===== src/design/iaf_pkg.sv =====
package iaf_pkg;

  typedef enum logic [3:0] {
    ST_IDLE,
    ST_MUL,
    ST_DIG,
    ST_PAD,
    ST_LEAD,
    ST_PRE0,
    ST_PREX,
    ST_SIGN,
    ST_DIGS,
    ST_TRAIL
  } state_e;

  // base_select codes
  localparam logic [1:0] BASE_OCT = 2'd0;
  localparam logic [1:0] BASE_DEC = 2'd1;
  localparam logic [1:0] BASE_HEX = 2'd2;

  // style_flags bit positions
  localparam int unsigned FLAG_LEFT   = 0;
  localparam int unsigned FLAG_SIGN   = 1;
  localparam int unsigned FLAG_SPACE  = 2;
  localparam int unsigned FLAG_ALT    = 3;
  localparam int unsigned FLAG_ZERO   = 4;
  localparam int unsigned FLAG_NOPLUS = 5;

  localparam logic [7:0] CH_ZERO  = 8'h30;
  localparam logic [7:0] CH_SPACE = 8'h20;
  localparam logic [7:0] CH_MINUS = 8'h2D;
  localparam logic [7:0] CH_PLUS  = 8'h2B;
  localparam logic [7:0] CH_X     = 8'h78;

  // floor(n / 10) == (n * DEC_RECIP) >> DEC_SHIFT for every 32-bit n
  localparam logic [31:0] DEC_RECIP = 32'hCCCC_CCCD;
  localparam int unsigned DEC_SHIFT = 35;

  function automatic logic [7:0] digit_glyph(input logic [3:0] d);
    logic [7:0] g;
    unique case (d)
      4'h0: g = 8'h30;
      4'h1: g = 8'h31;
      4'h2: g = 8'h32;
      4'h3: g = 8'h33;
      4'h4: g = 8'h34;
      4'h5: g = 8'h35;
      4'h6: g = 8'h36;
      4'h7: g = 8'h37;
      4'h8: g = 8'h38;
      4'h9: g = 8'h39;
      4'hA: g = 8'h41;
      4'hB: g = 8'h42;
      4'hC: g = 8'h43;
      4'hD: g = 8'h44;
      4'hE: g = 8'h45;
      default: g = 8'h46;
    endcase
    return g;
  endfunction

endpackage


===== src/design/integer_ascii_formatter.sv =====
// Formats one 32-bit value as printf-style ASCII text (octal, decimal or upper-case hex, with
// sign, space, alternate-prefix, zero-fill, left-align and no-plus flags) and streams it out
// one character per item, tlast on the final one. Digits come from one shared divide-by-radix
// unit: octal and hex digits come straight from shifts, decimal digits from a registered 32x32
// reciprocal multiply followed by quotient and remainder, least significant first into a small
// digit store. A sizing state then works out the fill, and one character leaves per cycle while
// the output is taken. s_axis_tready_o is low from acceptance until the last character is
// registered.
module integer_ascii_formatter #(
  parameter int unsigned MAX_WIDTH   = 64,
  parameter int unsigned DIGIT_SLOTS = 12
) (
  input  logic        clk_i,
  input  logic        rst_ni,
  input  logic        s_axis_tvalid_i,
  output logic        s_axis_tready_o,
  input  logic [39:0] s_axis_tdata_i,  // [31:0] value, [38:32] pad_width, [39] zero
  input  logic [7:0]  s_axis_tuser_i,  // [1:0] base_select, [7:2] style_flags
  output logic        m_axis_tvalid_o,
  input  logic        m_axis_tready_i,
  output logic [7:0]  m_axis_tdata_o,  // [7:0] out_char
  output logic        m_axis_tlast_o   // last_char
);
  import iaf_pkg::*;

  localparam int unsigned CNTW = $clog2(DIGIT_SLOTS + 1);
  localparam int unsigned IW   = $clog2(DIGIT_SLOTS);
  localparam int unsigned PW   = $clog2(MAX_WIDTH + 1);
  localparam int unsigned CW   = (PW > 7) ? PW : 7;

  state_e           state_q, state_d;
  logic [31:0]      num_q, num_d;
  logic [63:0]      prod_q, prod_d;
  logic [1:0]       bsel_q, bsel_d;
  logic [5:0]       flags_q, flags_d;
  logic [PW-1:0]    w_q, w_d;
  logic             has_sign_q, has_sign_d;
  logic [7:0]       sign_ch_q, sign_ch_d;
  logic [CNTW-1:0]  dcnt_q, dcnt_d;
  logic [PW-1:0]    pad_q, pad_d;
  logic             m_valid_q, m_valid_d;
  logic [7:0]       m_data_q, m_data_d;
  logic             m_last_q, m_last_d;
  logic [3:0]       store_q [DIGIT_SLOTS];
  logic             st_we;
  logic [3:0]       st_wdata;

  logic             in_fire;
  logic             slot_free;
  logic             is_dec;
  logic [1:0]       prefix_len;
  state_e           route;
  logic [31:0]      quot;
  logic [31:0]      q_times_r;
  logic [3:0]       rem;
  logic [CW-1:0]    w_in;
  logic [CW-1:0]    text_len;
  logic [CW-1:0]    w_ext;
  logic [CNTW-1:0]  dcnt_m1;
  logic [31:0]      val_in;
  logic [1:0]       bsel_in;
  logic [5:0]       flags_in;

  assign s_axis_tready_o = (state_q == ST_IDLE);
  assign in_fire         = s_axis_tvalid_i && s_axis_tready_o;
  assign slot_free       = !m_valid_q || m_axis_tready_i;
  assign m_axis_tvalid_o = m_valid_q;
  assign m_axis_tdata_o  = m_data_q;
  assign m_axis_tlast_o  = m_last_q;

  assign val_in   = s_axis_tdata_i[31:0];
  assign bsel_in  = s_axis_tuser_i[1:0];
  assign flags_in = s_axis_tuser_i[7:2];
  assign w_in     = CW'(s_axis_tdata_i[38:32]);

  assign is_dec  = (bsel_q == BASE_DEC);
  assign dcnt_m1 = dcnt_q - CNTW'(1);

  always_comb begin
    prefix_len = 2'd0;
    if (flags_q[FLAG_ALT]) begin
      if (bsel_q == BASE_OCT) begin
        prefix_len = 2'd1;
      end else if (bsel_q != BASE_DEC) begin
        prefix_len = 2'd2;
      end
    end
  end

  // text after the lead fill
  always_comb begin
    if (prefix_len != 2'd0) begin
      route = ST_PRE0;
    end else if (has_sign_q) begin
      route = ST_SIGN;
    end else begin
      route = ST_DIGS;
    end
  end

  // shared divide-by-radix unit
  always_comb begin
    unique case (bsel_q)
      BASE_OCT: quot = {3'b000, num_q[31:3]};
      BASE_DEC: quot = {3'b000, prod_q[63:DEC_SHIFT]};
      default:  quot = {4'b0000, num_q[31:4]};
    endcase
    q_times_r = (quot << 3) + (quot << 1);
    unique case (bsel_q)
      BASE_OCT: rem = {1'b0, num_q[2:0]};
      BASE_DEC: rem = 4'(num_q - q_times_r);
      default:  rem = num_q[3:0];
    endcase
  end

  assign w_ext    = CW'(w_q);
  assign text_len = CW'(prefix_len) + CW'(has_sign_q) + CW'(dcnt_q);

  always_comb begin
    state_d    = state_q;
    num_d      = num_q;
    prod_d     = prod_q;
    bsel_d     = bsel_q;
    flags_d    = flags_q;
    w_d        = w_q;
    has_sign_d = has_sign_q;
    sign_ch_d  = sign_ch_q;
    dcnt_d     = dcnt_q;
    pad_d      = pad_q;
    st_we      = 1'b0;
    st_wdata   = rem;
    m_valid_d  = m_valid_q && !m_axis_tready_i;
    m_data_d   = m_data_q;
    m_last_d   = m_last_q;

    unique case (state_q)
      ST_IDLE: begin
        if (in_fire) begin
          bsel_d     = bsel_in;
          flags_d    = flags_in;
          w_d        = (w_in > CW'(MAX_WIDTH)) ? PW'(MAX_WIDTH) : PW'(w_in);
          dcnt_d     = '0;
          num_d      = val_in;
          has_sign_d = 1'b0;
          sign_ch_d  = CH_SPACE;
          if (bsel_in == BASE_DEC) begin
            if (flags_in[FLAG_SIGN]) begin
              if (val_in[31]) begin
                has_sign_d = 1'b1;
                sign_ch_d  = CH_MINUS;
                num_d      = 32'd0 - val_in;
              end else if (!flags_in[FLAG_NOPLUS]) begin
                has_sign_d = 1'b1;
                sign_ch_d  = CH_PLUS;
              end else if (flags_in[FLAG_SPACE]) begin
                has_sign_d = 1'b1;
              end
            end else if (!val_in[31] && flags_in[FLAG_SPACE]) begin
              has_sign_d = 1'b1;
            end
            state_d = ST_MUL;
          end else begin
            state_d = ST_DIG;
          end
        end
      end
      ST_MUL: begin
        prod_d  = num_q * DEC_RECIP;
        state_d = ST_DIG;
      end
      ST_DIG: begin
        st_we  = 1'b1;
        num_d  = quot;
        dcnt_d = dcnt_q + CNTW'(1);
        if (quot != 32'd0 && (dcnt_q + CNTW'(1)) < CNTW'(DIGIT_SLOTS)) begin
          state_d = is_dec ? ST_MUL : ST_DIG;
        end else begin
          state_d = ST_PAD;
        end
      end
      ST_PAD: begin
        pad_d = (w_ext > text_len) ? PW'(w_ext - text_len) : '0;
        if (!flags_q[FLAG_LEFT] && w_ext > text_len) begin
          state_d = ST_LEAD;
        end else begin
          state_d = route;
        end
      end
      ST_LEAD: begin
        if (slot_free) begin
          m_valid_d = 1'b1;
          m_data_d  = flags_q[FLAG_ZERO] ? CH_ZERO : CH_SPACE;
          m_last_d  = 1'b0;
          pad_d     = pad_q - PW'(1);
          if (pad_q == PW'(1)) begin
            state_d = route;
          end
        end
      end
      ST_PRE0: begin
        if (slot_free) begin
          m_valid_d = 1'b1;
          m_data_d  = CH_ZERO;
          m_last_d  = 1'b0;
          if (prefix_len == 2'd2) begin
            state_d = ST_PREX;
          end else begin
            state_d = has_sign_q ? ST_SIGN : ST_DIGS;
          end
        end
      end
      ST_PREX: begin
        if (slot_free) begin
          m_valid_d = 1'b1;
          m_data_d  = CH_X;
          m_last_d  = 1'b0;
          state_d   = has_sign_q ? ST_SIGN : ST_DIGS;
        end
      end
      ST_SIGN: begin
        if (slot_free) begin
          m_valid_d = 1'b1;
          m_data_d  = sign_ch_q;
          m_last_d  = 1'b0;
          state_d   = ST_DIGS;
        end
      end
      ST_DIGS: begin
        if (slot_free) begin
          m_valid_d = 1'b1;
          m_data_d  = digit_glyph(store_q[dcnt_m1[IW-1:0]]);
          m_last_d  = (dcnt_q == CNTW'(1)) && (pad_q == '0);
          dcnt_d    = dcnt_m1;
          if (dcnt_q == CNTW'(1)) begin
            state_d = (pad_q == '0) ? ST_IDLE : ST_TRAIL;
          end
        end
      end
      ST_TRAIL: begin
        if (slot_free) begin
          m_valid_d = 1'b1;
          m_data_d  = CH_SPACE;
          m_last_d  = (pad_q == PW'(1));
          pad_d     = pad_q - PW'(1);
          if (pad_q == PW'(1)) begin
            state_d = ST_IDLE;
          end
        end
      end
      default: begin
        state_d = ST_IDLE;
      end
    endcase
  end

  always_ff @(posedge clk_i or negedge rst_ni) begin
    if (!rst_ni) begin
      state_q   <= ST_IDLE;
      dcnt_q    <= '0;
      pad_q     <= '0;
      m_valid_q <= 1'b0;
    end else begin
      state_q   <= state_d;
      dcnt_q    <= dcnt_d;
      pad_q     <= pad_d;
      m_valid_q <= m_valid_d;
    end
  end

  always_ff @(posedge clk_i) begin
    num_q      <= num_d;
    prod_q     <= prod_d;
    bsel_q     <= bsel_d;
    flags_q    <= flags_d;
    w_q        <= w_d;
    has_sign_q <= has_sign_d;
    sign_ch_q  <= sign_ch_d;
    m_data_q   <= m_data_d;
    m_last_q   <= m_last_d;
    if (st_we) begin
      store_q[dcnt_q[IW-1:0]] <= st_wdata;
    end
  end

  a_dcnt_bound: assert property (@(posedge clk_i) disable iff (!rst_ni)
    dcnt_q <= CNTW'(DIGIT_SLOTS))
    else $error("digit count beyond store depth");

  a_pad_bound: assert property (@(posedge clk_i) disable iff (!rst_ni)
    pad_q <= PW'(MAX_WIDTH))
    else $error("fill count beyond maximum width");

  a_digs_nonempty: assert property (@(posedge clk_i) disable iff (!rst_ni)
    (state_q == ST_DIGS) |-> (dcnt_q != '0))
    else $error("digit emission with empty store");

  a_accept_busy: assert property (@(posedge clk_i) disable iff (!rst_ni)
    in_fire |=> (state_q != ST_IDLE) && !s_axis_tready_o)
    else $error("item accepted but sequencer stayed idle");

  a_trail_end: assert property (@(posedge clk_i) disable iff (!rst_ni)
    (state_q == ST_TRAIL && pad_q == PW'(1) && slot_free)
      |=> (state_q == ST_IDLE) && m_axis_tlast_o && m_axis_tvalid_o)
    else $error("final fill character not marked last");

endmodule

===== config.mk =====
export PLATFORM = sky130hd
export DESIGN_NAME = integer_ascii_formatter
export DESIGN_NICKNAME = d
export VERILOG_FILES = /design/src/design/iaf_pkg.sv /design/src/design/integer_ascii_formatter.sv
export SDC_FILE = /design/constraint.sdc
export NUM_CORES = 1
export LEC_CHECK = 0
export BUFFER_PORTS_ARGS = -buffer_cell sky130_fd_sc_hd__buf_4
export CAP_MARGIN = 20
export CORE_MARGIN = 3
export CORE_UTILIZATION = 44
export DETAILED_ROUTE_END_ITERATION = 16
export HOLD_SLACK_MARGIN = 0.1
export PLACE_DENSITY_LB_ADDON = 0.1
export SLEW_MARGIN = 15
export SYNTH_ARGS = -nofsm -noshare
export SYNTH_HDL_FRONTEND = slang
export SYNTH_SLANG_ARGS = --single-unit

===== constraint.sdc =====
create_clock -name clk_i -period 11.91 [get_ports clk_i]
set_input_delay 0.5955 -clock clk_i [delete_from_list [all_inputs] [get_ports clk_i]]
set_output_delay 0.5955 -clock clk_i [all_outputs]
set_load 0.02 [all_outputs]

==> impl_metrics.json, run 1 <==
{
  "avgViaCountPerCell": 5.322,
  "syn_nets": 3164,
  "rsz0062_at_grt": "false",
  "first_iter_violations": 1166,
  "arrival_ns": 8.69,
  "hold_start": "s_axis_tuser_i[6]",
  "post_dp_cell_area_sq_mm": 0.02579,
  "final_area_sq_mm": 0.02646,
  "synthCells": 2359,
  "yosysTopAreaCell": "fa_1",
  "worst-path-max-fanout": 10,
  "rows": 85,
  "vias": 16750,
  "ant_nets": 0,
  "area_growth_pct": 7.779,
  "root_buffer": "clkbuf_16",
  "cts_inserted_buffers": 17,
  "min_path_type": "in2reg",
  "finalMaxSlewViolations": 0,
  "cp-start-kind": "flip-flop",
  "multi_input_comb_area_sq_mm": 0.01796,
  "sequential_cell_area_sq_mm": 0.004394,
  "grt_max_degree": 62,
  "dr.pass1.iters": 5,
  "ios": 63,
  "mostFrequentLayoutCells": "inv_1 (532), fa_1 (389), ha_1 (364), edfxtp_1 (133), a21oi_1 (116)",
  "worstSkewPairLatency_ns": 0.45,
  "clk_pin_slew_ns": 0.07,
  "final.min_clock_period_ns": 8.513,
  "clock_sinks": 149,
  "drv_cap": 0,
  "antenna_found_initial": 1,
  "reg2reg_to": "prod_q[62]$_DFFE_PP_",
  "rrSetupSlack_ns": 3.40,
  "cts_tree": "built",
  "nFillCells": 5117,
  "antenna-diode-count": 0,
  "crit_path_cell_trace": "ha_1 > xor2_1 > ha_1 > a21o_1 > fa_1 > inv_1 > fa_1 > inv_1 > fa_1 > fa_1 > fa_1 > fa_1 > ha_1 > nand2_2 > nor3_1 > nand3_1 > nor2_1 > o31a_1 > or3_1 > nand2_1 > a311o_1 > mux2i_1 > nand3_1",
  "route.detailed.drc": 0,
  "die_h_microns": 242.2,
  "ys_types": 84,
  "grt_overflow": 0,
  "drt-total-wl_microns": 66760,
  "tightest_slew_ns": 1.009,
  "setup-violations-final": 0,
  "clk_path_buf_depth": 2,
  "hold_buffers": 1,
  "synth-edff-count": 133,
  "gp_congestion": 0.9379,
  "final_common_cell": "inv_1",
  "max_stage_delay_ns": 0.77,
  "synth_ff_type": "edfxtp_1",
  "status": "complete, no violations",
  "wl_met3_microns": 2778,
  "yosysSeqAreaShare": 0.1790,
  "hpwl_microns": 57740,
  "cts_max_level": 4,
  "fmax_ghz": 0.1175,
  "yosysWarningCount": 0,
  "first_global_vias": 17790,
  "synth_top_area_share": 0.3173,
  "synth_seq_cells": 149,
  "cp.required_ns": 12.09,
  "cts_resized": 0,
  "wl_met1_microns": 30280,
  "grt_usage": 0.2346,
  "syn_area_per_cell_sq_um": 10.41,
  "hold_viol_final": 0,
  "start_util": 0.4508,
  "post_cts_buffers": 0,
  "die_w_microns": 242.2,
  "synth_async_sr_flop_share": 0.1074,
  "met2_wirelength_microns": 32550,
  "tns_ns": 0,
  "dieArea_sq_mm": 0.05866,
  "syn-cell-area_sq_mm": 0.02455,
  "skew_ns": 0.02453,
  "wl_per_cell_microns": 21.21,
  "cp_common_cell": "fa_1",
  "grt_pass1_wl_microns": 104800,
  "reg2reg_depth": 23,
  "synth_area_leaders": "fa_1 (32%), ha_1 (19%), edfxtp_1 (16%)",
  "slowest_stage": "edfxtp_1",
  "port_buffers": 60,
  "holdPathStages": 1,
  "routed.top_layer": "met5",
  "final_layout_size_suffix_gt1_frac": 0.06061,
  "endpoint_kind": "flip-flop",
  "period_share": 0.7148,
  "core-area_sq_mm": 0.05445,
  "reg2reg_from": "num_q[5]$_DFFE_PP_",
  "fin_nets": 3201,
  "slew_headroom": 0.3251,
  "worstSetupPathType": "reg2reg",
  "finalCoreUtilization": 0.4858,
  "holdPathEnd": "flags_q[4]$_DFFE_PP_"
}
cells by family after synthesis:
family / synth area share
flops: 0.1790
other cells: 0.0001528
simple gates: 0.07223
mux: 0.02696
fa+ha+maj: 0.5028
buf+inv: 0.08971
compound gates: 0.08559
xor+xnor: 0.04353
flip-flops by register name (all words and copies together) (netlist names), 2 cells and up:
register,cells
state_q,4
num_q,32
dcnt_q,4
store_q,48
bsel_q,2
prod_q,29
sign_ch_q,3
m_axis_tdata_o,7
w_ext,7
pad_q,7
flags_q,3
worst max-delay path, delay by kind of cell, from the launching register on:
| family | cells | cell delay, ns |
|---|---|---|
| AOI/OAI and AO/OA | 3 | 0.94 |
| xor gates and xnor gates | 1 | 0.14 |
| adders and majority gates | 9 | 4.11 |
| buffers and inverters | 2 | 0.13 |
| DFF | 1 | 0.77 |
| muxes | 1 | 0.18 |
| and+or+nand+nor | 7 | 1.96 |
metrics by stage:
| step | hold slack, ns | worst slack [ns] | std cells |
|---|---|---|---|
| detailed placement | 0.4865 | 3.504 | 3114 |
| global route | 0.3038 | 3.150 | 3148 |
| CTS | 0.3023 | 3.436 | 3147 |
| finish | 0.3344 | 3.397 | 3148 |
| global placement | 0.4862 | 3.503 | 3114 |
| floorplan | 0.2999 | 4.875 | 2359 |
synthesized netlist by cell type (all sizes together) (3+ instances only):
cell / number
and3: 17
o21a: 5
a31oi: 8
a311oi: 3
clkbuf: 47
a211oi: 7
o21bai: 7
nor2b: 17
inv: 532
mux4: 12
edfxtp: 133
xor2: 64
mux2i: 38
o22ai: 4
a22oi: 3
nand3: 21
nand2b: 14
xnor2: 58
nor3: 31
o211ai: 4
nand4: 15
or2: 6
ha: 364
dfrtp: 16
a22o: 3
nor2: 103
buf: 6
o32a: 5
a221oi: 3
nand2: 109
a21boi: 5
and2: 14
a21o: 47
o221ai: 3
o21ai: 74
or3: 4
o31ai: 6
a21oi: 119
fa: 389
nor3b: 3
nor4: 9
cell type report:
cell class	count	share of cell area
Clock buffer	17	0.01608
Inverter	532	0.07548
Clock inverter	15	0.007520
Tap cell	739	0.03495
Timing Repair Buffer	71	0.02100
Multi-Input combinational cell	1625	0.6789
Sequential cell	149	0.1661
routing by layer:
metal / vias to the layer above / track usage
met2: 378 / 0.3975
met4: 2 / 0.04049
met3: 58 / 0.02612
met1: 8552 / 0.3302
li1: 7764 / -
met5: - / 0
how the worst max path moves through the flow:
stage,to,startpoint,cells past startpoint
2_1_floorplan,prod_q[57]$_DFFE_PP_,num_q[19]$_DFFE_PP_,25
3_3_place_gp,prod_q[61]$_DFFE_PP_,num_q[5]$_DFFE_PP_,23
3_5_place_dp,prod_q[61]$_DFFE_PP_,num_q[6]$_DFFE_PP_,23
4_1_cts,prod_q[62]$_DFFE_PP_,num_q[19]$_DFFE_PP_,25
5_1_grt,prod_q[62]$_DFFE_PP_,num_q[19]$_DFFE_PP_,25
6_report,prod_q[62]$_DFFE_PP_,num_q[5]$_DFFE_PP_,23
Power of run 1 is not shown: default switching activity piles up to over one toggle a cycle in this logic, so the estimate is an artifact.
==> run 2, diff against run 1 <==
- clock period: 11.91 -> 8.06 ns (I/O delays scaled with it)
==> impl_metrics.json, run 2 (synthesized netlist as in run 1, its figures left out) <==
{
  "status": "complete, no violations",
  "antenna_found_initial": 1,
  "dieArea_sq_mm": 0.05866,
  "arrival_ns": 8.03,
  "gp_congestion": 0.9407,
  "final_common_cell": "inv_1",
  "hpwl_microns": 62120,
  "skew_ns": 0.01403,
  "fin_hold_ws_ns": 0.1409,
  "crit_path_cell_trace": "ha_2 > xor2_1 > ha_1 > a21o_1 > fa_1 > inv_1 > fa_1 > inv_1 > fa_1 > fa_1 > fa_1 > fa_1 > ha_1 > a21oi_2 > nor2_2 > a2111oi_4 > o211ai_1 > a21oi_2 > o31ai_2 > and3_4 > a311oi_4 > o41ai_2 > xnor2_1",
  "first_global_vias": 18240,
  "cts_tree": "built",
  "pre_cts_slack_ns": 0.1379,
  "final.min_clock_period_ns": 7.852,
  "drv_cap": 0,
  "rsz0062_at_grt": "false",
  "nFillCells": 5103,
  "setup-violations-final": 0,
  "worstSetupPathType": "reg2reg",
  "period_share": 0.9742,
  "grt_usage": 0.2464,
  "slowest_stage": "edfxtp_1",
  "fmax_ghz": 0.1274,
  "reg2reg_depth": 23,
  "final_critical_path_setup_slack_ns": 0.2076,
  "die_h_microns": 242.2,
  "reg2reg_from": "num_q[11]$_DFFE_PP_",
  "cp.required_ns": 8.24,
  "slew_headroom": 0.2989,
  "cp_top_family": "adder cells",
  "core-area_sq_mm": 0.05445,
  "holdPathEnd": "flags_q[4]$_DFFE_PP_",
  "clk_pin_slew_ns": 0.07,
  "final_layout_size_suffix_gt1_frac": 0.09668,
  "holdPathStages": 1,
  "area_growth_pct": 10.65,
  "cts_inserted_buffers": 17,
  "clock_sinks": 149,
  "fin_nets": 3295,
  "ant_nets": 0,
  "clk_path_buf_depth": 2,
  "dr.pass1.iters": 5,
  "vias": 16870,
  "wl_per_cell_microns": 21.60,
  "max_stage_delay_ns": 0.67,
  "worst-path-max-fanout": 8,
  "crit_cells": 23,
  "grt_pass1_wl_microns": 108700,
  "antenna-diode-count": 0,
  "crit_buf_inv": 2,
  "grt_overflow": 0,
  "rrSetupSlack_ns": 0.21,
  "drt-total-wl_microns": 70020,
  "cp_common_cell": "fa_1",
  "tns_ns": 0,
  "hold_viol_final": 0,
  "endpoint_kind": "flip-flop",
  "avgViaCountPerCell": 5.202,
  "grt_max_degree": 62,
  "min_path_type": "in2reg",
  "first_iter_violations": 867,
  "finalMaxSlewViolations": 0,
  "cp-start-kind": "flip-flop",
  "cts_max_level": 4,
  "root_buffer": "clkbuf_16",
  "die_w_microns": 242.2,
  "port_buffers": 60,
  "start_util": 0.4508,
  "tightest_slew_ns": 1.042,
  "rows": 85,
  "largest_reg_flops": 48,
  "ios": 63,
  "worstSkewPairLatency_ns": 0.44,
  "reg2reg_to": "prod_q[63]$_DFFE_PP_",
  "finalCoreUtilization": 0.4988,
  "route.detailed.drc": 0,
  "hold_start": "s_axis_tuser_i[6]",
  "mostFrequentLayoutCells": "inv_1 (532), fa_1 (389), ha_1 (362), buf_4 (163), edfxtp_1 (133)"
}
run 2: cell types whose count changed in the layout (fill, tap and decap cells not counted), sizes merged:
cell	delta
buf	+94
run 2: worst max-delay path by stage:
stage          slack, ns                start                    to
6_report            0.21  num_q[11]$_DFFE_PP_  prod_q[63]$_DFFE_PP_
2_1_floorplan       1.02  num_q[19]$_DFFE_PP_  prod_q[57]$_DFFE_PP_
5_1_grt            0.004   num_q[7]$_DFFE_PP_  prod_q[63]$_DFFE_PP_
3_3_place_gp        0.19  num_q[11]$_DFFE_PP_  prod_q[63]$_DFFE_PP_
4_1_cts             0.09  num_q[11]$_DFFE_PP_  prod_q[63]$_DFFE_PP_
3_5_place_dp        0.14  num_q[11]$_DFFE_PP_  prod_q[63]$_DFFE_PP_
run 2: per-layer routing:
layer  vias to the layer above  track usage  share of wire  wire length, microns
li1                       7945            -              -                     -
met4                         2      0.09353          0.043                  2988
met1                      8480       0.3256           0.44                 30500
met5                         -            0        0.00024                    17
met2                       331       0.4153           0.48                 33750
met3                       108      0.03110          0.039                  2764
run 2: layout make-up:
| cell class | count | area (sq um) | share of cell area |
|---|---|---|---|
| clock buffers | 17 | 425.4 | 0.01566 |
| clock inverters | 15 | 193.9 | 0.007140 |
| inverters | 532 | 1997 | 0.07352 |
| multi-input cells | 1625 | 17960 | 0.6614 |
| flip-flops and latches | 149 | 4394 | 0.1618 |
| well taps | 739 | 924.6 | 0.03404 |
| repair buffers | 165 | 1261 | 0.04643 |
run 2: through the flow:
stage | instance area [sq um] | instances
2_1_floorplan | 24550 | 2359
3_3_place_gp | 26490 | 3207
3_5_place_dp | 26490 | 3207
4_1_cts | 27120 | 3240
5_1_grt | 27160 | 3242
6_report | 27160 | 3242
run 2: what timing repair did:
action	4_1_cts	5_1_grt
hold buffers	1	0
setup buffers	0	1
setup endpoints to repair	0	1
gates resized for setup	0	2
hold endpoints to repair	16	0
Power of run 2 is left out for the same reason.
